`config.mk`:
```
export PLATFORM = sky130hd
export DESIGN_NAME = spol_fifo
export DESIGN_NICKNAME = d
export VERILOG_FILES = /design/src/sv/spol_pkg.sv /design/src/sv/spol_fifo.sv
export SDC_FILE = /design/constraint.sdc
export NUM_CORES = 1
export LEC_CHECK = 0
export BUFFER_PORTS_ARGS = -buffer_cell sky130_fd_sc_hd__clkbuf_2
export CORE_MARGIN = 5
export CORE_UTILIZATION = 57
export DETAILED_ROUTE_END_ITERATION = 10
export GPL_ROUTABILITY_DRIVEN = 0
export PLACE_DENSITY = 0.91
export RECOVER_POWER = 25
export SYNTH_ARGS = -nofsm -noshare
export SYNTH_HDL_FRONTEND = slang
export SYNTH_SLANG_ARGS = --single-unit
```
`constraint.sdc`:
```
create_clock -name i_clk -period 32.1 [get_ports i_clk]
set_input_delay 6.42 -clock i_clk [delete_from_list [all_inputs] [get_ports i_clk]]
set_output_delay 6.42 -clock i_clk [all_outputs]
set_load 0.1 [all_outputs]
```
`src/sv/spol_pkg.sv`:
```
// Shared types, constants and codes for the sprite packet ordering-table linker.
// Used by every module of the block except spol_ram; depends on nothing.
package spol_pkg;

    localparam int TABLE_DEPTH_DEF = 256;
    localparam int QUEUE_DEPTH     = 2;

    localparam logic [31:0] IDENTITY_SCALE  = 32'h1000_1000;
    localparam logic [31:0] DRAW_MODE_BASE  = 32'hE100_0200;
    localparam logic [31:0] COLOR_CODE_BASE = 32'h6400_0000;
    localparam logic [7:0]  LINK_LEN        = 8'd5;
    localparam logic [23:0] PACKET_BYTES    = 24'd24;
    localparam logic [2:0]  WORD_LAST       = 3'd5;

    // Configuration register indexes
    localparam logic [2:0] CFG_TABLE_HEAD  = 3'd0;
    localparam logic [2:0] CFG_TABLE_LEN   = 3'd1;
    localparam logic [2:0] CFG_OFFSET_X    = 3'd2;
    localparam logic [2:0] CFG_OFFSET_Y    = 3'd3;
    localparam logic [2:0] CFG_PACKET_BASE = 3'd4;

    // Result status codes
    localparam logic [2:0] ST_WRITTEN   = 3'd0;
    localparam logic [2:0] ST_HIDDEN    = 3'd1;
    localparam logic [2:0] ST_ZERO_W    = 3'd2;
    localparam logic [2:0] ST_ZERO_H    = 3'd3;
    localparam logic [2:0] ST_TRANSFORM = 3'd4;

    typedef struct packed {
        logic [31:0]        sprite_attr;
        logic [31:0]        pos_xy;
        logic [31:0]        size_wh;
        logic [15:0]        tex_uv;
        logic [4:0]         tex_page;
        logic [31:0]        clut_xy;
        logic [23:0]        color_rgb;
        logic [31:0]        handle_xy;
        logic [31:0]        scale_xy;
        logic signed [31:0] rotation;
        logic [7:0]         priority_req;
    } t_sprite;

    typedef struct packed {
        logic [31:0] packet_word;
        logic [2:0]  word_index;
        logic [23:0] packet_addr;
        logic [31:0] slot_addr;
        logic [2:0]  status;
        logic        depth_underflow;
        logic        last;
    } t_result;

    typedef struct packed {
        logic [23:0]        table_head;
        logic [7:0]         table_len;
        logic signed [15:0] offset_x;
        logic signed [15:0] offset_y;
    } t_cfg;

    // Classified sprite: payload words 1..5 (words[0] holds word 1)
    typedef struct packed {
        logic [7:0]       prio;
        logic [31:0]      slot_addr;
        logic             under;
        logic [2:0]       status;
        logic [4:0][31:0] words;
    } t_job;

endpackage

```
`src/sv/spol_fifo.sv`:
```
// Short job queue between the front end and the packet emitter.
// Depends on spol_pkg.
module spol_fifo (
    input  logic           i_clk,
    input  logic           i_rst_n,
    input  logic           i_push,
    input  spol_pkg::t_job i_job,
    input  logic           i_pop,
    output logic           o_full,
    output logic           o_valid,
    output spol_pkg::t_job o_job
);
    import spol_pkg::*;

    localparam int PW = (QUEUE_DEPTH > 1) ? $clog2(QUEUE_DEPTH) : 1;
    localparam int CW = $clog2(QUEUE_DEPTH + 1);

    t_job          r_mem [QUEUE_DEPTH];
    logic [PW-1:0] r_wr_ptr;
    logic [PW-1:0] r_rd_ptr;
    logic [CW-1:0] r_count;

    assign o_full  = r_count == CW'(QUEUE_DEPTH);
    assign o_valid = r_count != '0;
    assign o_job   = r_mem[r_rd_ptr];

    always_ff @(posedge i_clk) begin
        if (!i_rst_n) begin
            r_wr_ptr <= '0;
            r_rd_ptr <= '0;
            r_count  <= '0;
        end else begin
            if (i_push) begin
                r_wr_ptr <= (r_wr_ptr == PW'(QUEUE_DEPTH - 1)) ? '0 : r_wr_ptr + 1'b1;
            end
            if (i_pop) begin
                r_rd_ptr <= (r_rd_ptr == PW'(QUEUE_DEPTH - 1)) ? '0 : r_rd_ptr + 1'b1;
            end
            if (i_push && !i_pop) begin
                r_count <= r_count + 1'b1;
            end else if (i_pop && !i_push) begin
                r_count <= r_count - 1'b1;
            end
        end
    end

    always_ff @(posedge i_clk) begin
        if (i_push) begin
            r_mem[r_wr_ptr] <= i_job;
        end
    end
endmodule

```
# == Word-level counts from Yosys, hierarchy flattened ==
# Memory sizes are Yosys's and may differ from the RTL's. A register that Yosys moved wholly into a read port is not among the register bits.
# Cells that the tools add are included.
# W data, S select, Z words.
# totals
out_inout_bits,206
inputBits,208
wordCells,23
ram_bits,408
regBits,4
memories,1
# op_classes
add_sub_neg,4
n_mux,8
n_reduce_logical,6
n_eq_ne,1
# memory_table
memory,depth,width,rd,rd_clocked_by_memory_dff,write_ports,line_no,text
r_mem,2,204,1,1,1,spol_fifo.sv:18,t_job r_mem [QUEUE_DEPTH];
# op_table
op,count
$mux W1,6
$mux W2,2
$reduce_bool A2 Y1,2
$add A1 B1 Y1 const B,2
$add A2 B1 Y2 const B,1
$eq A2 B2 Y1 const B,1
$logic_and A1 B1 Y1,2
$logic_not A1 Y1,2
$sub A2 B1 Y2 const B,1

# == Longest topological paths before layout ==
# Gate-level depths: netlist of run 1.
# depth
depth_word,4
ltp_mapped,5
depth_no_buf,5

# == Worst setup path after synthesis of run 1 ==
# No wires, ideal clock.
# synth_path
path_kind,input-to-reg
start,input i_push
end,register r_wr_ptr
n_path_buf,0
arrival_time_ns,15.957
slack_ns,16.044
cell_stages,2
path_cell_list,nor2b_1 > o21a_1
# synth_lines
item,line_no,text
start: declaration,spol_fifo.sv:6,"input logic i_push,"
end signal: assignment,spol_fifo.sv:34,r_wr_ptr <= (r_wr_ptr == PW'(QUEUE_DEPTH - 1)) ? '0 : r_wr_ptr + 1'b1;
end: declaration,spol_fifo.sv:19,logic [PW-1:0] r_wr_ptr;

==> results.toml, run 1 <==
[outcome]
status = "finished clean"

[layout]
seq_area_um2 = 12400
mostFrequentLayoutCells = "edfxtp_1, clkbuf_2, mux2_4, clkbuf_1, mux2_2"
final_common_cell = "edfxtp_1"
area_growth_syn_to_layout_pct = 22.2
antennaDiodeCount = 0
multi_input_area_um2 = 3020
fin_nets = 1306
drive_above_1_share = 0.524
nFillCells = 1625
final_util = 0.708

[synth]
syn_inst = 657
syn-cell-area_um2 = 15600
yosysUniqueCellTypes = 17
yosys_warnings = 0
syn_nets = 866
avgSynthCellArea_um2 = 23.7
ys_ff_latch = 413
yosysSeqAreaShare = 0.792

[timing]
finalSetupTns_ps = 0
tightest_slew_ps = 1150
skew_ps = 5.36
min_period_ps = 10330
drv_slew = 0
hold_viol_final = 0
relSlewSlack = 0.231
max_clock_freq_mhz = 96.8
setup_violations = 0
period_share = 0.322
rsz0062_at_grt = "false"

[clocking]
tritoncts = "built"
hold_buffers = 0
ctsRootBufferMaster = "clkbuf_16"
cts.path.max_buffers = 3
clk_latency_ps = 510
cts-buffers-inserted = 40
cts.repair.resized = 0
path_clk_slew_ps = 60
cts_sinks = 413
post_cts_buffers = 0
h-tree-depth = 2

[setup_path]
slowest_stage = "buf_4"
cp.required_ps = 25680
path_cells = "buf_4, buf_4, mux2_4, clkbuf_2"
timing.rr.start = "r_wr_ptr$_SDFFE_PN0P_"
r2r_end = "r_mem[1][29]$_DFFE_PP_"
slowest_delay_ps = 940
path_class = "reg2out"
end_kind = "output pin"
path_max_fanout = 59
critical_path.most_common_cell = "buf_4"
cp-start-kind = "flop"
arrival_ps = 3910
setup.reg_to_reg.worst_slack_ps = 29680
reg2reg_depth = 2

[placed_design]
io_buffers = 413
dpl.hpwl_um = 22300

[power_and_ir_drop]
ir_worst_vdd_v = 0.0000615
p_leak_nw = 7.39
cellPowerDensity_nw_per_um2 = 73.3

[worst_hold_path]
hold_start = "r_count[1]$_SDFFE_PN0P_"
holdPathStages = 2
holdPathEnd = "r_count[1]$_SDFFE_PN0P_"
hold_path_class = "reg2reg"

[die]
initial_core_util = 0.579
ios = 414
core_area_um2 = 27000
die_area_um2 = 30800
die_h_um = 175
num_rows = 60
die_x_um = 175

[detailed_routing]
drc = 0
via_per_inst = 5.33
drt-pass1-iter-count = 4
wl_per_cell_um = 22.2
drt_wl_total_um = 32600
final_antenna_net_count = 0
drt_iter0_drc = 470
vias = 7809

[global_routing]
grt_pass1_vias = 8559
grt_overflow = 0
grt_use_total = 0.203
antenna_found_initial = 3
grt_pass1_wl_um = 48100
grt_max_degree = 85

[job]
maxCapViolations = 0
## synthesized netlist by cell type (all sizes together)
| cell type | count | area share |
|---|---|---|
| and2 | 4 | 0.0016 |
| inv | 1 | 0.00024 |
| buf | 23 | 0.015 |
| xor2 | 2 | 0.0011 |
| ha | 1 | 0.00080 |
| o21ai | 1 | 0.00032 |
| o21a | 1 | 0.00048 |
| dfxtp | 5 | 0.0064 |
| xnor2 | 1 | 0.00056 |
| or2 | 1 | 0.00040 |
| nor2b | 3 | 0.0012 |
| a21boi | 1 | 0.00048 |
| or3 | 1 | 0.00040 |
| mux2 | 204 | 0.19 |
| edfxtp | 408 | 0.79 |
## routing by layer
layer,vias to the layer above,global-route usage,part of all wire
met5,-,0,0.0010
met4,6,0.0880,0.043
met3,90,0.0551,0.082
met2,365,0.376,0.53
met1,3851,0.218,0.34
li1,3497,-,-
## flip-flops by register name, summed over array words and instances, names as in the netlist, named ones only
signal / count
r_wr_ptr: 1
r_rd_ptr: 1
r_mem: 408
r_count: 2
## cell type report
class / count / area share
clock buffers: 50 / 0.0566
clock inverters: 20 / 0.00925
inverters: 1 / 0.000197
multi-input cells: 220 / 0.158
flip-flops and latches: 413 / 0.648
well taps: 341 / 0.0224
repair buffers: 421 / 0.105
## critical path, delay by kind of cell, from the launching register on
family | cells | cell delay (ps)
flip-flops | 1 | 760
multiplexers | 1 | 320
buffers and inverters | 3 | 2200
## worst max-delay path by stage
stage	from	end	slack [ps]	depth (start not counted)
detailed placement	flop	o_job[51]	22250	4
global route	flop	o_job[52]	21590	4
finish	flop	o_job[104]	21770	4
floorplan	i_push	r_wr_ptr$_SDFFE_PN0P_	16040	2
CTS	flop	o_job[51]	21700	4
global placement	flop	o_job[50]	22280	4
## logic make-up (layout without fill, tap and decap cells)
logic type / after synthesis / in the layout / synth area share
flip-flops: 413 / 413 / 0.792
multiplexers: 204 / 204 / 0.186
buffers and inverters: 24 / 492 / 0.0152
AND/OR/NAND/NOR: 9 / 9 / 0.00361
AO/OA/AOI/OAI: 3 / 3 / 0.00128
XOR/XNOR: 3 / 3 / 0.00168
adder cells (fa/ha/maj): 1 / 1 / 0.000802
## through the flow
step | std cells | hold WS, ps | total power [mW] | setup slack [ps] | instance area [µm²]
6_report | 1466 | 540 | 1.40 | 21770 | 19100
5_1_grt | 1466 | 552 | 1.44 | 21590 | 19100
4_1_cts | 1466 | 533 | 1.41 | 21700 | 19200
3_5_place_dp | 1396 | 518 | 0.964 | 22250 | 17900
3_3_place_gp | 1396 | 484 | 0.959 | 22280 | 17900
2_1_floorplan | 657 | 468 | 0.921 | 16040 | 15600
## report_power, final
part           switching (mW)  internal [mW]
Combinational           0.251         0.0657
Clock                   0.184          0.262
Sequential            0.00995          0.624
(Power assumes the default switching activity.)
==> run 2: changes to the inputs <==
--- a/config.mk
+++ b/config.mk
@@ -7,10 +7,10 @@
 export LEC_CHECK = 0
 export BUFFER_PORTS_ARGS = -buffer_cell sky130_fd_sc_hd__clkbuf_2
 export CORE_MARGIN = 5
-export CORE_UTILIZATION = 57
+export CORE_UTILIZATION = 47
 export DETAILED_ROUTE_END_ITERATION = 10
 export GPL_ROUTABILITY_DRIVEN = 0
-export PLACE_DENSITY = 0.91
+export PLACE_DENSITY = 0.81
 export RECOVER_POWER = 25
 export SYNTH_ARGS = -nofsm -noshare
 export SYNTH_HDL_FRONTEND = slang
==> constraint.sdc (replaced) <==
create_clock -name i_clk -period 9.2 [get_ports i_clk]
set_input_delay 1.84 -clock i_clk [delete_from_list [all_inputs] [get_ports i_clk]]
set_output_delay 1.84 -clock i_clk [all_outputs]
set_load 0.1 [all_outputs]
==> results.toml, run 2 (same netlist as run 1, synthesis figures left out) <==
[outcome]
status = "finished clean"

[setup_path]
critPathTopFamily = "buffers and inverters"
slowest_delay_ps = 870
reg2reg_depth = 3
r2r_end = "r_mem[0][109]$_DFFE_PP_"
setup.reg_to_reg.worst_slack_ps = 6620
cp.required_ps = 7360
timing.rr.start = "r_wr_ptr$_SDFFE_PN0P_"
path_buf_inv = 2
slowest_stage = "buf_4"
path_class = "reg2out"
arrival_ps = 3100
path_max_fanout = 55
end_kind = "output pin"
cp-start-kind = "flop"
path_cells = "buf_4, mux2_2, clkbuf_2"

[layout]
regMostFlops = "r_mem"
area_growth_syn_to_layout_pct = 23.7
fin_cells = 1575
mostFrequentLayoutCells = "edfxtp_1, clkbuf_2, mux2_4, clkbuf_1, clkbuf_16"
fin_nets = 1306
final_common_cell = "edfxtp_1"
largest_reg_flops = 408
top_regs = "r_mem (408), r_count (2)"
nFillCells = 2425
final_area_um2 = 19300
drive_above_1_share = 0.531

[global_routing]
grt-busiest-layer = "met2"
met1_usage = 0.185
grtUsageMet2 = 0.299
grt_overflow = 0
gr-usage-met3 = 0.0493
grt_max_degree = 149
grt_use_total = 0.171
grt_pass1_wl_um = 47500
antenna_found_initial = 7
grt_pass1_vias = 8381

[die]
core_area_um2 = 32600
die_x_um = 192
die_area_um2 = 36900
num_rows = 66
initial_core_util = 0.478
die_h_um = 192
ios = 414

[placed_design]
place_area_um2 = 18100
dpl.hpwl_um = 23100
io_buffers = 413
dp_cells = 1495

[clocking]
cts.path.max_buffers = 3
cts_sinks = 413
ctsRootBufferMaster = "clkbuf_16"
clk_latency_ps = 520
post_cts_buffers = 0
h-tree-depth = 2
hold_buffers = 0
tritoncts = "built"
path_clk_slew_ps = 60
cts.repair.resized = 0
cts-buffers-inserted = 42

[timing]
setup_violations = 0
hold_viol_final = 0
tightest_slew_ps = 1070
period_share = 0.537
min_period_ps = 4940
relSlewSlack = 0.289
finalSetupTns_ps = 0
skew_ps = 8.40
max_clock_freq_mhz = 202
drv_slew = 0
rsz0062_at_grt = "false"

[detailed_routing]
drc = 0
drt_wl_total_um = 33400
via_per_inst = 4.89
drt_iter0_drc = 372
drt-pass1-iter-count = 5
vias = 7706
final_antenna_net_count = 0
wl_per_cell_um = 21.2

[power_and_ir_drop]
ir_worst_vdd_v = 0.000207
p_leak_nw = 7.45
power_mw = 4.93
cellPowerDensity_nw_per_um2 = 255

[worst_hold_path]
holdPathStages = 2
hold_start = "r_count[1]$_SDFFE_PN0P_"
holdPathEnd = "r_count[1]$_SDFFE_PN0P_"
hold_path_class = "reg2reg"

[job]
maxCapViolations = 0
run 2: tightest hold or removal path: cells and delay by family, from the launching register on:
| family | cells | cell delay [ps] |
|---|---|---|
| compound gates | 2 | 150 |
| flops | 1 | 330 |
run 2: cell type report:
type / count / area, µm² / share of cell area
multi-input cells: 220 / 3020 / 0.157
clock buffers: 55 / 1160 / 0.0603
diodes: 4 / 10.0 / 0.000519
inverters: 1 / 3.75 / 0.000194
flip-flops and latches: 413 / 12400 / 0.640
well taps: 442 / 553 / 0.0287
repair buffers: 419 / 2030 / 0.105
clock inverters: 21 / 158 / 0.00817
run 2: worst max path at each step:
stage               startpoint                     to  cells after the start
finish                    flop              o_job[15]                      3
detailed placement        flop              o_job[15]                      3
global placement          flop              o_job[15]                      3
floorplan               i_push  r_mem[0][0]$_DFFE_PP_                      1
global route              flop             o_job[193]                      3
CTS                       flop              o_job[15]                      3
run 2: metal layers:
layer  part of all wire  up-vias
met5             0.0012        -
met4              0.050        6
met3              0.075      107
met2               0.52      314
met1               0.35     3760
li1                   -     3519
run 2: report_power, final:
part	switching (mW)	internal, mW
logic	0.868	0.230
registers	0.0389	2.18
clock network	0.666	0.948
total	1.57	3.36
run 2: per-stage QoR:
step / setup WS, ps / utilization / hold WS (ps)
finish: 4260 / 0.592 / 525
detailed placement: 4790 / 0.554 / 523
global placement: 4870 / 0.554 / 486
CTS: 4230 / 0.595 / 530
floorplan: 1590 / - / 468
global route: 4140 / 0.592 / 542
