[src/sv/spol_pkg.sv]
// Shared types, constants and codes for the sprite packet ordering-table linker.
// Used by every module of the block except spol_ram; depends on nothing.
package spol_pkg;

    localparam int TABLE_DEPTH_DEF = 256;
    localparam int QUEUE_DEPTH     = 2;

    localparam logic [31:0] IDENTITY_SCALE  = 32'h1000_1000;
    localparam logic [31:0] DRAW_MODE_BASE  = 32'hE100_0200;
    localparam logic [31:0] COLOR_CODE_BASE = 32'h6400_0000;
    localparam logic [7:0]  LINK_LEN        = 8'd5;
    localparam logic [23:0] PACKET_BYTES    = 24'd24;
    localparam logic [2:0]  WORD_LAST       = 3'd5;

    // Configuration register indexes
    localparam logic [2:0] CFG_TABLE_HEAD  = 3'd0;
    localparam logic [2:0] CFG_TABLE_LEN   = 3'd1;
    localparam logic [2:0] CFG_OFFSET_X    = 3'd2;
    localparam logic [2:0] CFG_OFFSET_Y    = 3'd3;
    localparam logic [2:0] CFG_PACKET_BASE = 3'd4;

    // Result status codes
    localparam logic [2:0] ST_WRITTEN   = 3'd0;
    localparam logic [2:0] ST_HIDDEN    = 3'd1;
    localparam logic [2:0] ST_ZERO_W    = 3'd2;
    localparam logic [2:0] ST_ZERO_H    = 3'd3;
    localparam logic [2:0] ST_TRANSFORM = 3'd4;

    typedef struct packed {
        logic [31:0]        sprite_attr;
        logic [31:0]        pos_xy;
        logic [31:0]        size_wh;
        logic [15:0]        tex_uv;
        logic [4:0]         tex_page;
        logic [31:0]        clut_xy;
        logic [23:0]        color_rgb;
        logic [31:0]        handle_xy;
        logic [31:0]        scale_xy;
        logic signed [31:0] rotation;
        logic [7:0]         priority_req;
    } t_sprite;

    typedef struct packed {
        logic [31:0] packet_word;
        logic [2:0]  word_index;
        logic [23:0] packet_addr;
        logic [31:0] slot_addr;
        logic [2:0]  status;
        logic        depth_underflow;
        logic        last;
    } t_result;

    typedef struct packed {
        logic [23:0]        table_head;
        logic [7:0]         table_len;
        logic signed [15:0] offset_x;
        logic signed [15:0] offset_y;
    } t_cfg;

    // Classified sprite: payload words 1..5 (words[0] holds word 1)
    typedef struct packed {
        logic [7:0]       prio;
        logic [31:0]      slot_addr;
        logic             under;
        logic [2:0]       status;
        logic [4:0][31:0] words;
    } t_job;

endpackage

[src/sv/spol_front.sv]
// Front end: classifies an incoming sprite and builds payload words 1..5.
// Depends on spol_pkg.
module spol_front (
    input  spol_pkg::t_cfg    i_cfg,
    input  spol_pkg::t_sprite i_sprite,
    output spol_pkg::t_job    o_job
);
    import spol_pkg::*;

    logic        fast;
    logic [15:0] x;
    logic [15:0] y;
    logic [31:0] w1;
    logic [31:0] w2;
    logic [31:0] w3;
    logic [31:0] w4;
    logic [2:0]  status;

    always_comb begin
        fast = i_sprite.sprite_attr[27] ||
               (i_sprite.scale_xy == IDENTITY_SCALE && i_sprite.rotation == 32'sd0 &&
                i_sprite.sprite_attr[23:22] == 2'b00);
        if (i_sprite.sprite_attr[31]) begin
            status = ST_HIDDEN;
        end else if (i_sprite.size_wh[15:0] == 16'd0) begin
            status = ST_ZERO_W;
        end else if (i_sprite.size_wh[31:16] == 16'd0) begin
            status = ST_ZERO_H;
        end else if (!fast) begin
            status = ST_TRANSFORM;
        end else begin
            status = ST_WRITTEN;
        end

        // Both sums wrap to 16 bits
        x = i_sprite.pos_xy[15:0] + i_cfg.offset_x - i_sprite.handle_xy[15:0];
        y = i_sprite.pos_xy[31:16] + i_cfg.offset_y - i_sprite.handle_xy[31:16];

        w1 = DRAW_MODE_BASE | {27'd0, i_sprite.tex_page}
           | {23'd0, i_sprite.sprite_attr[25:24], 7'd0}
           | {25'd0, i_sprite.sprite_attr[29:28], 5'd0};
        w2 = COLOR_CODE_BASE | {6'd0, i_sprite.sprite_attr[30], i_sprite.sprite_attr[6], 24'd0}
           | {8'd0, i_sprite.color_rgb};
        w3 = {y, x};
        w4 = {i_sprite.clut_xy[25:16], 6'd0, i_sprite.tex_uv}
           | {10'd0, i_sprite.clut_xy[9:4], 16'd0};

        o_job.prio      = i_sprite.priority_req;
        o_job.slot_addr = {8'd0, i_cfg.table_head} + {22'd0, i_sprite.priority_req, 2'b00}
                        - {22'd0, i_cfg.table_len, 2'b00};
        o_job.under     = i_sprite.priority_req < i_cfg.table_len;
        o_job.status    = status;
        o_job.words     = {i_sprite.size_wh, w4, w3, w2, w1};
    end
endmodule

[config.mk]
export PLATFORM = sky130hd
export DESIGN_NAME = spol_front
export DESIGN_NICKNAME = d
export VERILOG_FILES = /design/src/sv/spol_pkg.sv /design/src/sv/spol_front.sv
export SDC_FILE = /design/constraint.sdc
export NUM_CORES = 1
export LEC_CHECK = 0
export BUFFER_PORTS_ARGS = -buffer_cell sky130_fd_sc_hd__buf_4
export CAP_MARGIN = 20
export CORE_AREA = 2 2 209 211
export DETAILED_ROUTE_END_ITERATION = 8
export DIE_AREA = 0 0 211 213
export GPL_ROUTABILITY_DRIVEN = 0
export SLEW_MARGIN = 15
export SYNTH_ARGS = -nofsm -noshare
export SYNTH_HDL_FRONTEND = slang
export SYNTH_SLANG_ARGS = --single-unit
[constraint.sdc]
create_clock -name vclk -period 3
set_input_delay 0.3 -clock vclk [all_inputs]
set_output_delay 0.3 -clock vclk [all_outputs]
set_load 0.02 [all_outputs]
# After elaboration in Yosys (flattened, before gate mapping)
# Index checks and enable logic that the tools add are counted.
[totals]
ff_bits = 0
input_bits = 341
output_inout_bits = 204
word_cells = 23
[classes]
addsub = 6
n_lt_le_gt_ge = 1
n_eq_ne = 1
n_mux = 4
bitwise = 4
reduce_logical = 7
[op_table]
columns = ["op", "count"]
rows = [
  ["$add A16 B16 Y16", 2],
  ["$eq A32 B29 Y1 const B", 1],
  ["$logic_not A16 Y1", 2],
  ["$logic_not A32 Y1", 1],
  ["$or A32 B22 Y32", 1],
  ["$or A32 B7 Y32", 1],
  ["$or A32 B9 Y32", 1],
  ["$sub A16 B16 Y16", 2],
  ["$or A31 B24 Y31", 1],
  ["$sub A25 B10 Y26", 1],
  ["$add A24 B10 Y25", 1],
  ["$mux W3", 4],
  ["$lt A8 B8 Y1", 1],
  ["$logic_and A1 B1 Y1", 2],
  ["$logic_not A2 Y1", 1],
  ["$logic_or A1 B1 Y1", 1],
]

# Longest topological paths before layout
# Gate-level depths: netlist of run 1.
[logic_depth]
ltp_word = 8
depth_mapped = 12
ltp_nobuf = 12

# Least setup slack after synthesis of run 1
# Ideal clock, no wire load.
[synth_path]
path_kind = "input to output"
startpoint = "input i_cfg[49] (netlist name)"
endpoint = "output o_job[190] (netlist name)"
arrival_ns = 3.127
t_required_ns = 2.700
slack_ns = -0.427
cell_stages = 11
path_cell_list = "inv_1 -> fa_1 -> inv_1 -> ha_1 -> a21o_1 -> a211o_1 -> nor3_4 -> a21oi_2 -> a221o_1 -> a31oi_1 -> buf_4"
[synth_rtl]
columns = ["element", "line_no", "text"]
rows = [
  ["start, declared", "spol_front.sv:4", "input spol_pkg::t_cfg i_cfg,"],
  ["end, declared", "spol_front.sv:6", "output spol_pkg::t_job o_job"],
]

==> results of run 1 <==
-- report_power, final --
group	internal [W]	switching [W]
sequential	0	0
combinational	0.00157	0.00174
clock	0.0000000000898	0
-- final cells by class --
class	count	area, um2	share of cell area
multi-input combinational	494	4576	0.4963
inverter	190	715.7	0.07762
timing repair buffer	413	3241	0.3515
antenna	2	5.005	0.0005428
tap	546	683.2	0.07409
-- placed cells by master (no fill, tap or decap), types with 12 or more instances in the layout --
master	n
a21o_1	17
buf_4	386
inv_2	18
nor4_1	25
a21oi_1	28
fa_1	36
nor3_1	12
ha_1	42
ha_4	18
xnor2_1	29
nand3_1	13
nor2_1	36
buf_6	18
nand2_1	30
conb_1	29
inv_1	171
-- metal layers --
layer  vias up  global-route usage  share of wire
met5         -                   0              0
met4         0             0.05755          0.067
met3        46             0.01912          0.078
li1       3045                   -              -
met2       325              0.1942           0.55
met1      2874             0.07530           0.30
-- kinds of logic (layout without fill, tap and decap cells) --
| family | after synthesis | in the layout | share of synthesized area |
|---|---|---|---|
| compound gates | 142 | 142 | 0.1794 |
| xor+xnor | 44 | 44 | 0.06713 |
| fa+ha+maj | 101 | 101 | 0.2698 |
| buf+inv | 339 | 603 | 0.3158 |
| mux | 5 | 5 | 0.008936 |
| other cells | 2 | 31 | 0.001308 |
| simple gates | 173 | 173 | 0.1576 |
-- synth_stat cells (5+ instances only) --
master    instances
and3_1            7
buf_4           144
nand4_1           7
a21oi_1          43
inv_1           190
ha_1             63
nor2b_1          10
nand3_1          13
xor2_1           11
xnor2_1          33
o21a_1           12
o211ai_1         10
clkbuf_1          5
nor2_1           36
nor4_1           28
o21bai_1          5
a211o_1           6
nor3_1           13
a21o_1           17
nand2b_1          9
a31oi_1           5
fa_1             38
nand2_1          33
o311ai_0          5
o21ai_0          13
-- stage by stage --
| step | hold slack (ns) | setup WS (ns) | power (W) |
|---|---|---|---|
| 3_5_place_dp | 0.6001 | -0.3301 | 0.002985 |
| 3_3_place_gp | 0.6001 | -0.2864 | 0.002957 |
| 2_1_floorplan | 0.6769 | -0.03979 | 0.001867 |
| 6_report | 0.6000 | -0.1448 | 0.003307 |
| 5_1_grt | 0.6000 | -0.2847 | 0.003584 |
| 4_1_cts | 0.6001 | -0.1935 | 0.003151 |
-- worst max path at each step --
stage          startpoint          to  slack (ns)  depth (start not counted)
4_1_cts         i_cfg[32]  o_job[191]       -0.19                         13
2_1_floorplan   i_cfg[43]  o_job[190]       -0.04                         11
3_3_place_gp     i_cfg[1]   o_job[93]       -0.29                         11
5_1_grt         i_cfg[32]  o_job[190]       -0.28                         13
6_report        i_cfg[39]  o_job[190]       -0.14                         12
3_5_place_dp     i_cfg[1]   o_job[93]       -0.33                         11
-- what timing repair did --
action                                  in CTS  in global routing
pin swaps                                   41                 43
resized for setup                           55                 79
endpoints found under the setup margin      33                 35
setup buffers                                8                  6
==> impl_summary.md, run 1 <==
Cells and area
Summing all non-filler instances in the final layout gives an area of 9220 um2. Clock buffers in the final layout number 0. In the final layout, the share of cells above drive strength 1 is 0.4649. In the final layout, flip-flops and latches occupy 0 um2. The number of nets in the layout is 1541. The number of flip-flops and latches is 0. The area overhead of the layout relative to synthesis is 60.61%.

The fraction of the core area covered by cells at the end of the flow is 0.2159. The final cell count without fillers is 1645. Fill cells in the final layout number 4736.

Route
Using the TritonRoute via totals, the vias-per-cell ratio works out to 3.824. Dividing the detail-routed wire length by the instance count gives 13.97 um. The total number of vias is 6290. The aggregate routed wire length is 22990 um. For this run, design rule violations remaining after detail routing come to 0. In this run the remaining antenna-violating nets after routing total 0. For this block, the initial DRC count from the detailed router was 98. The first detailed-routing pass ran for 4 iterations.

Timing
The top achievable clock speed is 318.0 MHz. The final count of pins violating max slew is 0. Measured against its own limit, the worst slew margin works out to 0.5919. The worst path in the final design needs a cycle of 3.145 ns, including I/O delays and setup. The post-layout worst setup margin is -0.1448 ns.

The final number of hold-violating endpoints is 0. The final-layout setup total negative slack is -1.134 ns. Of the available clock period, the critical path in the final layout requires 1.048. The transition time of the tightest slew-check pin is 0.6036 ns.

Setup repair after global routing could not meet its margin everywhere. The total setup violations reported at the end of the flow is 13.

Run
Max-cap violations in this run came to 0.

Die
Measured along the y axis, the die boundary spans 213 um. The die covers 44940 um2. The number of cell rows is 76. In this run the horizontal extent of the chip is 211 um. For this configuration, the core starts out at a cell density of 0.1345. The placeable core region is 42700 um2. The count of boundary I/O pins is 545.

Global routing
Entering global routing, the biggest net connects 9 pins. The final global-route overflow total is 0. The via count of the first global-routing pass was 6358.

The overall track demand over capacity in global routing is 0.09182. The initial antenna violation count is 2. The wire length of the first global-routing pass is 32350 um.

Clock network
The number of hold buffers added after CTS is 0.

Synthesis
The dominant cell type by area after synthesis is buf_4. The average cell area after synthesis is 7.122 um2. The synthesized instance count is 806. The count of synthesis-stage warnings from yosys is 0.

In the post-synthesis netlist, the biggest area contributors are buf_4 19%, ha_1 14%, fa_1 13%. For this run, the register share of the synthesized area comes to 0. The top cell type's share of synthesized area is 0.1883. The number of library cell types mapped by synthesis is 53. The cell area that synthesis handed to floorplanning was 5741 um2.

Worst setup path
The top cell family by delay on the critical path is compound AO/OA/AOI/OAI gates. The largest driver fanout on the critical path is 7. The critical path goes through buf_4, fa_1, inv_2, ha_4, a21o_1, a211o_1, nor3_4, a21oi_4, a221o_1, a31oi_4, buf_12, buf_8. On the worst path, the slowest cell contributes a delay of 0.56 ns. Data on the critical path arrives at its endpoint at 2.84 ns. The cell with the largest stage delay on the worst path is fa_1. The critical setup path kind is input pin to output pin. The count of buffering cells on the critical path with inverters included is 4.

The kind of start point of the critical path is an input pin. The data required time of the worst path is 2.70 ns. The worst setup path is captured at an output pin.

Power
VDD sags by at most 180.8 uV. The static power due to leakage is 4.780 nW. The power density of the placed cells is 358.7 nW/um2.

Placement
The count of buffers from port buffering is 342. The HPWL reported at the end of detailed placement is 20660 um. Summing all placed instances gives a cell area of 8481 um2. The number of cells in the design after placement is 1630.

Hold path
The worst hold path begins at i_sprite[136]. The path class of the tightest hold or removal check is input pin to output pin. The number of cells on the worst hold path is 0.

The worst hold path endpoint is o_job[116].

Outcome
The final reports fail on setup timing. The run finished, with violations left.
Note: power is estimated with default switching activity, not from simulation.
==> run 2: changes to the inputs <==
--- a/config.mk
+++ b/config.mk
@@ -6,7 +6,7 @@
 export NUM_CORES = 1
 export LEC_CHECK = 0
 export BUFFER_PORTS_ARGS = -buffer_cell sky130_fd_sc_hd__buf_4
-export CAP_MARGIN = 20
+export CAP_MARGIN = 40
 export CORE_AREA = 2 2 209 211
 export DETAILED_ROUTE_END_ITERATION = 8
 export DIE_AREA = 0 0 211 213
==> constraint.sdc (replaced) <==
create_clock -name vclk -period 3.7
set_input_delay 0.37 -clock vclk [all_inputs]
set_output_delay 0.37 -clock vclk [all_outputs]
set_load 0.02 [all_outputs]
==> impl_summary.md, run 2 (synthesized netlist as in run 1, its figures left out) <==
Die
The area of the die is 44940 um2 (unchanged). The die span in y came to 213 um (unchanged). The effective utilization at floorplan is 0.1345 (unchanged).

The placeable core region is 42700 um2 (unchanged). The number of cell rows was 76 (unchanged). The count of boundary I/O pins is 545 (unchanged). The die boundary width is 211 um (unchanged).

Route
The number of detailed-route iterations in the first pass was 4 (unchanged). The post-detailed-route via-to-cell ratio is 3.855 (was 3.824). The remaining design rule violation count is 0 (unchanged).

The number of nets still failing antenna checks after routing came to 0 (unchanged). The total number of vias is 6091 (was 6290). The initial detailed-routing violation count is 147 (was 98). The average wire per standard cell came to 14.17 um (was 13.97 um).

The aggregate routed wire length was 22380 um (was 22990 um).

Cells and area
Commonest non-fill, non-tap cells in the layout: 347 x buf_4, 190 x inv_1, 63 x ha_1, 43 x a21oi_1, 38 x fa_1 (was 386 x buf_4, 171 x inv_1, 42 x ha_1, 36 x nor2_1, 36 x fa_1). The number of flip-flops and latches is 0 (unchanged). The area overhead of the layout relative to synthesis is 40.02% (was 60.61%). The sequential cell area is 0 um2 (unchanged).

The commonest non-fill, non-tap cell in the layout is buf_4 (unchanged). The finished layout cell area was 8038 um2 (was 9220 um2). The fraction of the core area covered by cells at the end of the flow came to 0.1883 (was 0.2159). The final cell count without fillers is 1580 (was 1645). The number of nets in the layout was 1475 (was 1541). The share of final-layout standard cells stronger than drive strength 1 is 0.3492 (was 0.4649). The layout clock buffer count is 0 (unchanged).

Power
The power density of the placed cells is 279.3 nW/um2 (was 358.7 nW/um2). The static power due to leakage was 4.359 nW (was 4.780 nW). The worst-case vdd ir drop is 226.9 uV (was 180.8 uV).

Global routing
The pin count of the biggest net entering global routing is 9 (unchanged). The wire length of the first global-routing pass is 31580 um (was 32350 um). The initial antenna violation count is 3 (was 2). The overall track demand over capacity in global routing was 0.09013 (was 0.09182). The via count of the first global-routing pass is 6018 (was 6358). The final global-route overflow total is 0 (unchanged).

Hold path
The number of cells on the worst hold path came to 0 (unchanged). The hold path startpoint is i_sprite[107] (was i_sprite[136]). The kind of path behind the tightest hold check is input pin to output pin (unchanged). The worst hold path endpoint is o_job[35] (was o_job[116]).

Placement
The count of buffers from port buffering was 342 (unchanged). The HPWL reported at the end of detailed placement came to 20310 um (was 20660 um). The instance area at placement was 8023 um2 (was 8481 um2).

The number of cells in the design after placement is 1576 (was 1630).

Clock network
The number of hold buffers added after CTS was 0 (unchanged).

Worst setup path
The critical setup path kind is input pin to output pin (unchanged). The critical path capture point type is an output pin (unchanged). The data required time of the worst path was 3.33 ns (was 2.70 ns).

The kind of start point of the critical path was an input pin (unchanged). The count of buffering cells on the critical path with inverters included is 5 (was 4). The total stage count of the critical path is 12 (unchanged).

The largest driver fanout on the critical path is 4 (was 7). CP cell instances: buf_4, inv_1, fa_1, inv_1, ha_1, a21oi_1, buf_4, o211ai_1, a2111oi_4, o31ai_4, o311ai_0, buf_4 (was buf_4, fa_1, inv_2, ha_4, a21o_1, a211o_1, nor3_4, a21oi_4, a221o_1, a31oi_4, buf_12, buf_8). The critical path's most frequent cell is buf_4. The delay of the slowest critical-path stage is 0.58 ns (was 0.56 ns). The cell with the largest stage delay on the worst path is fa_1 (unchanged).

The top cell family by delay on the critical path is compound AO/OA/AOI/OAI gates (unchanged). The data arrival time of the worst path came to 3.16 ns (was 2.84 ns).

Outcome
Result of the run: finished, final reports clean (was finished, violations left).

Timing
In the finished design, the share of the clock period the worst path needs comes to 0.9551. The top achievable clock speed is 283.0 MHz. The worst slack on hold paths was 0.7400 ns (was 0.6000 ns). The final-layout setup total negative slack is 0 ns (was -1.134 ns). For the finished layout, the period the worst path requires is 3.534 ns. The final count of pins violating max slew is 0 (unchanged). The max-slew headroom at the worst pin was 0.5324 (was 0.5919).

Setup repair after global routing missed its margin: false (was true). The final number of hold-violating endpoints is 0 (unchanged). The transition time of the tightest slew-check pin is 0.6949 ns (was 0.6036 ns). The total setup violations reported at the end of the flow is 0 (was 13).

Run
The number of maximum-capacitance violations is 0 (unchanged).
-- run 2: cell types whose count changed in the layout (fill, tap and decap cells not counted), moves of 15 or more --
cell / before / now
inv_1: 171 / 190
ha_4: 18 / 0
inv_2: 18 / 0
a21oi_1: 28 / 43
ha_1: 42 / 63
buf_4: 386 / 347
buf_6: 18 / 0
-- run 2: where the power goes --
part                 total, W    internal (W)  switching, W  leakage [nW]
Clock          0.000000000111  0.000000000111             0     0.0000190
Sequential                  0               0             0             0
Combinational         0.00224        0.000981       0.00126          4.36
Total                 0.00224        0.000981       0.00126          4.36
-- run 2: routing by layer --
| layer | vias to the layer above | track usage | part of all wire |
|---|---|---|---|
| met1 | 2797 | 0.07631 | 0.31 |
| met2 | 326 | 0.1883 | 0.55 |
| li1 | 2923 | - | - |
| met4 | 0 | 0.05197 | 0.054 |
| met5 | - | 0 | 0 |
| met3 | 45 | 0.02059 | 0.084 |
-- run 2: layout make-up --
type,count,area (um2)
antenna,3,7.507
fill,4839,34660
inverter,190,713.2
multi-input combinational,494,4029
tap,546,683.2
timing repair buffer,347,2605
-- run 2: repair_timing --
action,4_1_cts,5_1_grt
gates resized for setup,0,1
setup buffers,0,1
setup endpoints to repair,0,9
-- run 2: worst max-delay path by stage --
stage                          from          to  slack (ns)
after floorplan           i_cfg[49]  o_job[190]        0.13
after global placement     i_cfg[1]   o_job[93]        0.09
after detailed placement   i_cfg[1]   o_job[93]        0.12
after CTS                  i_cfg[1]   o_job[93]         0.1
after global routing       i_cfg[1]   o_job[95]        0.03
final                     i_cfg[17]   o_job[77]        0.17
-- run 2: per-stage QoR --
stage / setup WS (ns) / total power, W
global placement: 0.08517 / 0.002240
finish: 0.1663 / 0.002245
floorplan: 0.1331 / 0.001488
detailed placement: 0.1186 / 0.002265
CTS: 0.09597 / 0.002277
global route: 0.03290 / 0.002449
==> run 3: changes to the inputs <==
--- a/config.mk
+++ b/config.mk
@@ -5,12 +5,11 @@
 export SDC_FILE = /design/constraint.sdc
 export NUM_CORES = 1
 export LEC_CHECK = 0
-export BUFFER_PORTS_ARGS = -buffer_cell sky130_fd_sc_hd__buf_4
+export BUFFER_PORTS_ARGS = -buffer_cell sky130_fd_sc_hd__buf_2
 export CAP_MARGIN = 40
 export CORE_AREA = 2 2 209 211
 export DETAILED_ROUTE_END_ITERATION = 8
 export DIE_AREA = 0 0 211 213
-export GPL_ROUTABILITY_DRIVEN = 0
 export SLEW_MARGIN = 15
 export SYNTH_ARGS = -nofsm -noshare
 export SYNTH_HDL_FRONTEND = slang
==> impl_summary.md, run 3 (synthesized netlist as in run 1, its figures left out) <==
Outcome
Result of the run: finished, final reports clean (unchanged).

Global routing
The overall track demand over capacity in global routing is 0.08674 (was 0.09013). The wire length of the first global-routing pass is 30280 um (was 31580 um). The via count of the first global-routing pass is 5863 (was 6018).

The pin count of the biggest net entering global routing is 9 (unchanged). The initial antenna violation count was 8 (was 3). The final global-route overflow total is 0 (unchanged).

Worst setup path
The critical path capture point type is an output pin (unchanged). The data required time of the worst path is 3.33 ns (about the same). The data arrival time of the worst path is 3.16 ns (about the same). The cell with the largest stage delay on the worst path was fa_1 (unchanged). CP cell instances: buf_2, inv_1, fa_1, inv_1, ha_1, a21oi_1, o211ai_1, a2111oi_4, o31ai_4, o311ai_1, buf_2 (was buf_4, inv_1, fa_1, inv_1, ha_1, a21oi_1, buf_4, o211ai_1, a2111oi_4, o31ai_4, o311ai_0, buf_4).

The kind of start point of the critical path is an input pin (unchanged). The largest driver fanout on the critical path is 4 (unchanged). The critical setup path kind is input pin to output pin (unchanged).

The delay of the slowest critical-path stage is 0.59 ns (was 0.58 ns).

Timing
The final number of hold-violating endpoints is 0 (unchanged). The top achievable clock speed came to 283.2 MHz (was 283.0 MHz). The share of the clock period used by the worst path is 0.9542 (was 0.9551). The final count of pins violating max slew is 0 (unchanged). The max-slew headroom at the worst pin is 0.6562 (was 0.5324). The transition time of the tightest slew-check pin came to 0.5109 ns (was 0.6949 ns). The total setup violations reported at the end of the flow is 0 (unchanged). The shortest period the worst path allows is 3.531 ns (was 3.534 ns). The post-layout worst setup margin is 0.1693 ns (was 0.1663 ns).

Die
The die boundary width was 211 um (unchanged). The number of cell rows came to 76 (unchanged). The count of boundary I/O pins came to 545 (unchanged).

The area of the die is 44940 um2 (unchanged). The effective utilization at floorplan came to 0.1345 (unchanged). The placeable core region was 42700 um2 (unchanged). The die span in y is 213 um (unchanged).

Placement
The instance area at placement is 7152 um2 (was 8023 um2). The congestion estimate from routability-driven global placement came to 0.8547. The setup slack after placement is 0.05640 ns (was 0.1186 ns).

The HPWL reported at the end of detailed placement was 19890 um (was 20310 um). The count of buffers from port buffering came to 342 (unchanged).

Route
The aggregate routed wire length is 21450 um (was 22380 um). The average wire per standard cell was 13.55 um (was 14.17 um). The total number of vias came to 6012 (was 6091).

The initial detailed-routing violation count is 174 (was 147). The number of detailed-route iterations in the first pass was 5 (was 4). The post-detailed-route via-to-cell ratio came to 3.798 (was 3.855). The number of nets still failing antenna checks after routing is 0 (unchanged).

The remaining design rule violation count is 0 (unchanged).

Power
The switching fraction of total power is 0.6196 (was 0.5630). The internal cell power is 0.0007649 W (was 0.0009810 W). The part of the power in combinational logic is 1.000 (about the same). The static power due to leakage is 4.059 nW (was 4.359 nW). The power density of the placed cells is 279.3 nW/um2 (about the same). The worst-case vdd ir drop is 248.7 uV (was 226.9 uV). The net switching power figure is 0.001246 W (was 0.001264 W). The clock network fraction of total power is 0 (about the same). The total power of the final layout is 0.002011 W (was 0.002245 W).

The share of total power in sequential cells was 0 (about the same).

Hold path
The kind of path behind the tightest hold check is input pin to output pin (unchanged). The number of cells on the worst hold path is 0 (unchanged).

Cells and area
The number of flip-flops and latches was 0 (unchanged). The share of final-layout standard cells stronger than drive strength 1 is 0.3499 (was 0.3492). The number of nets in the layout is 1473 (was 1475). The finished layout cell area was 7201 um2 (was 8038 um2). The area overhead of the layout relative to synthesis is 25.44% (was 40.02%). The layout clock buffer count was 0 (unchanged). The commonest non-fill, non-tap cell in the layout is buf_2 (was buf_4). Commonest non-fill, non-tap cells in the layout: 342 x buf_2, 190 x inv_1, 63 x ha_1, 43 x a21oi_1, 38 x fa_1 (was 347 x buf_4, 190 x inv_1, 63 x ha_1, 43 x a21oi_1, 38 x fa_1). The sequential cell area is 0 um2 (unchanged).

Clock network
The number of hold buffers added after CTS came to 0 (unchanged).

Run
The number of maximum-capacitance violations is 0 (unchanged).
run 3: worst max-delay path, delay by kind of cell:
| family | cells | cell delay [ns] |
|---|---|---|
| fa+ha+maj | 2 | 0.87 |
| buf+inv | 4 | 0.40 |
| compound gates | 5 | 1.51 |
run 3: power by group through the flow:
stage / Combinational (W) / Sequential (W) / Clock (W)
floorplan: 0.00149 / 0 / 0
global placement: 0.00201 / 0 / 0
detailed placement: 0.00203 / 0 / 0
CTS: 0.00204 / 0 / 0
global route: 0.00221 / 0 / 0.000000000291
finish: 0.00201 / 0 / 0.000000000292
run 3: path summary, 6_finish.rpt:
check,startpoint,endpoint,slack (ns)
setup / recovery,i_cfg[1],o_job[93],0.17
hold / removal,i_sprite[136],o_job[116],0.74
run 3: timing repair:
| item | CTS | global route |
|---|---|---|
| setup buffers | 0 | 1 |
| setup endpoints to repair | 0 | 12 |
| resized for setup | 0 | 5 |
run 3: layer usage:
layer,track usage,routed length [um],vias up
met1,0.07383,6776,2705
met3,0.01383,1473,50
met2,0.1754,11550,337
met5,0,14,-
met4,0.07139,1631,2
li1,-,-,2918
run 3: area by class of cell:
| type | instances | area, um2 |
|---|---|---|
| Timing Repair Buffer | 345 | 1734 |
| Inverter | 190 | 713.2 |
| Antenna cell | 8 | 20.02 |
| Tap cell | 546 | 683.2 |
| Fill cell | 4868 | 35500 |
| Multi-Input combinational cell | 494 | 4050 |
run 3: through the flow:
step                      cells  setup TNS [ns]    util  hold slack (ns)
after floorplan             833               0       -           0.8169
after global placement     1574               0  0.1675           0.7401
after detailed placement   1574               0  0.1675           0.7401
after CTS                  1574               0  0.1675           0.7401
after global routing       1583        -0.02626  0.1687           0.7400
final                      1583               0  0.1687           0.7400
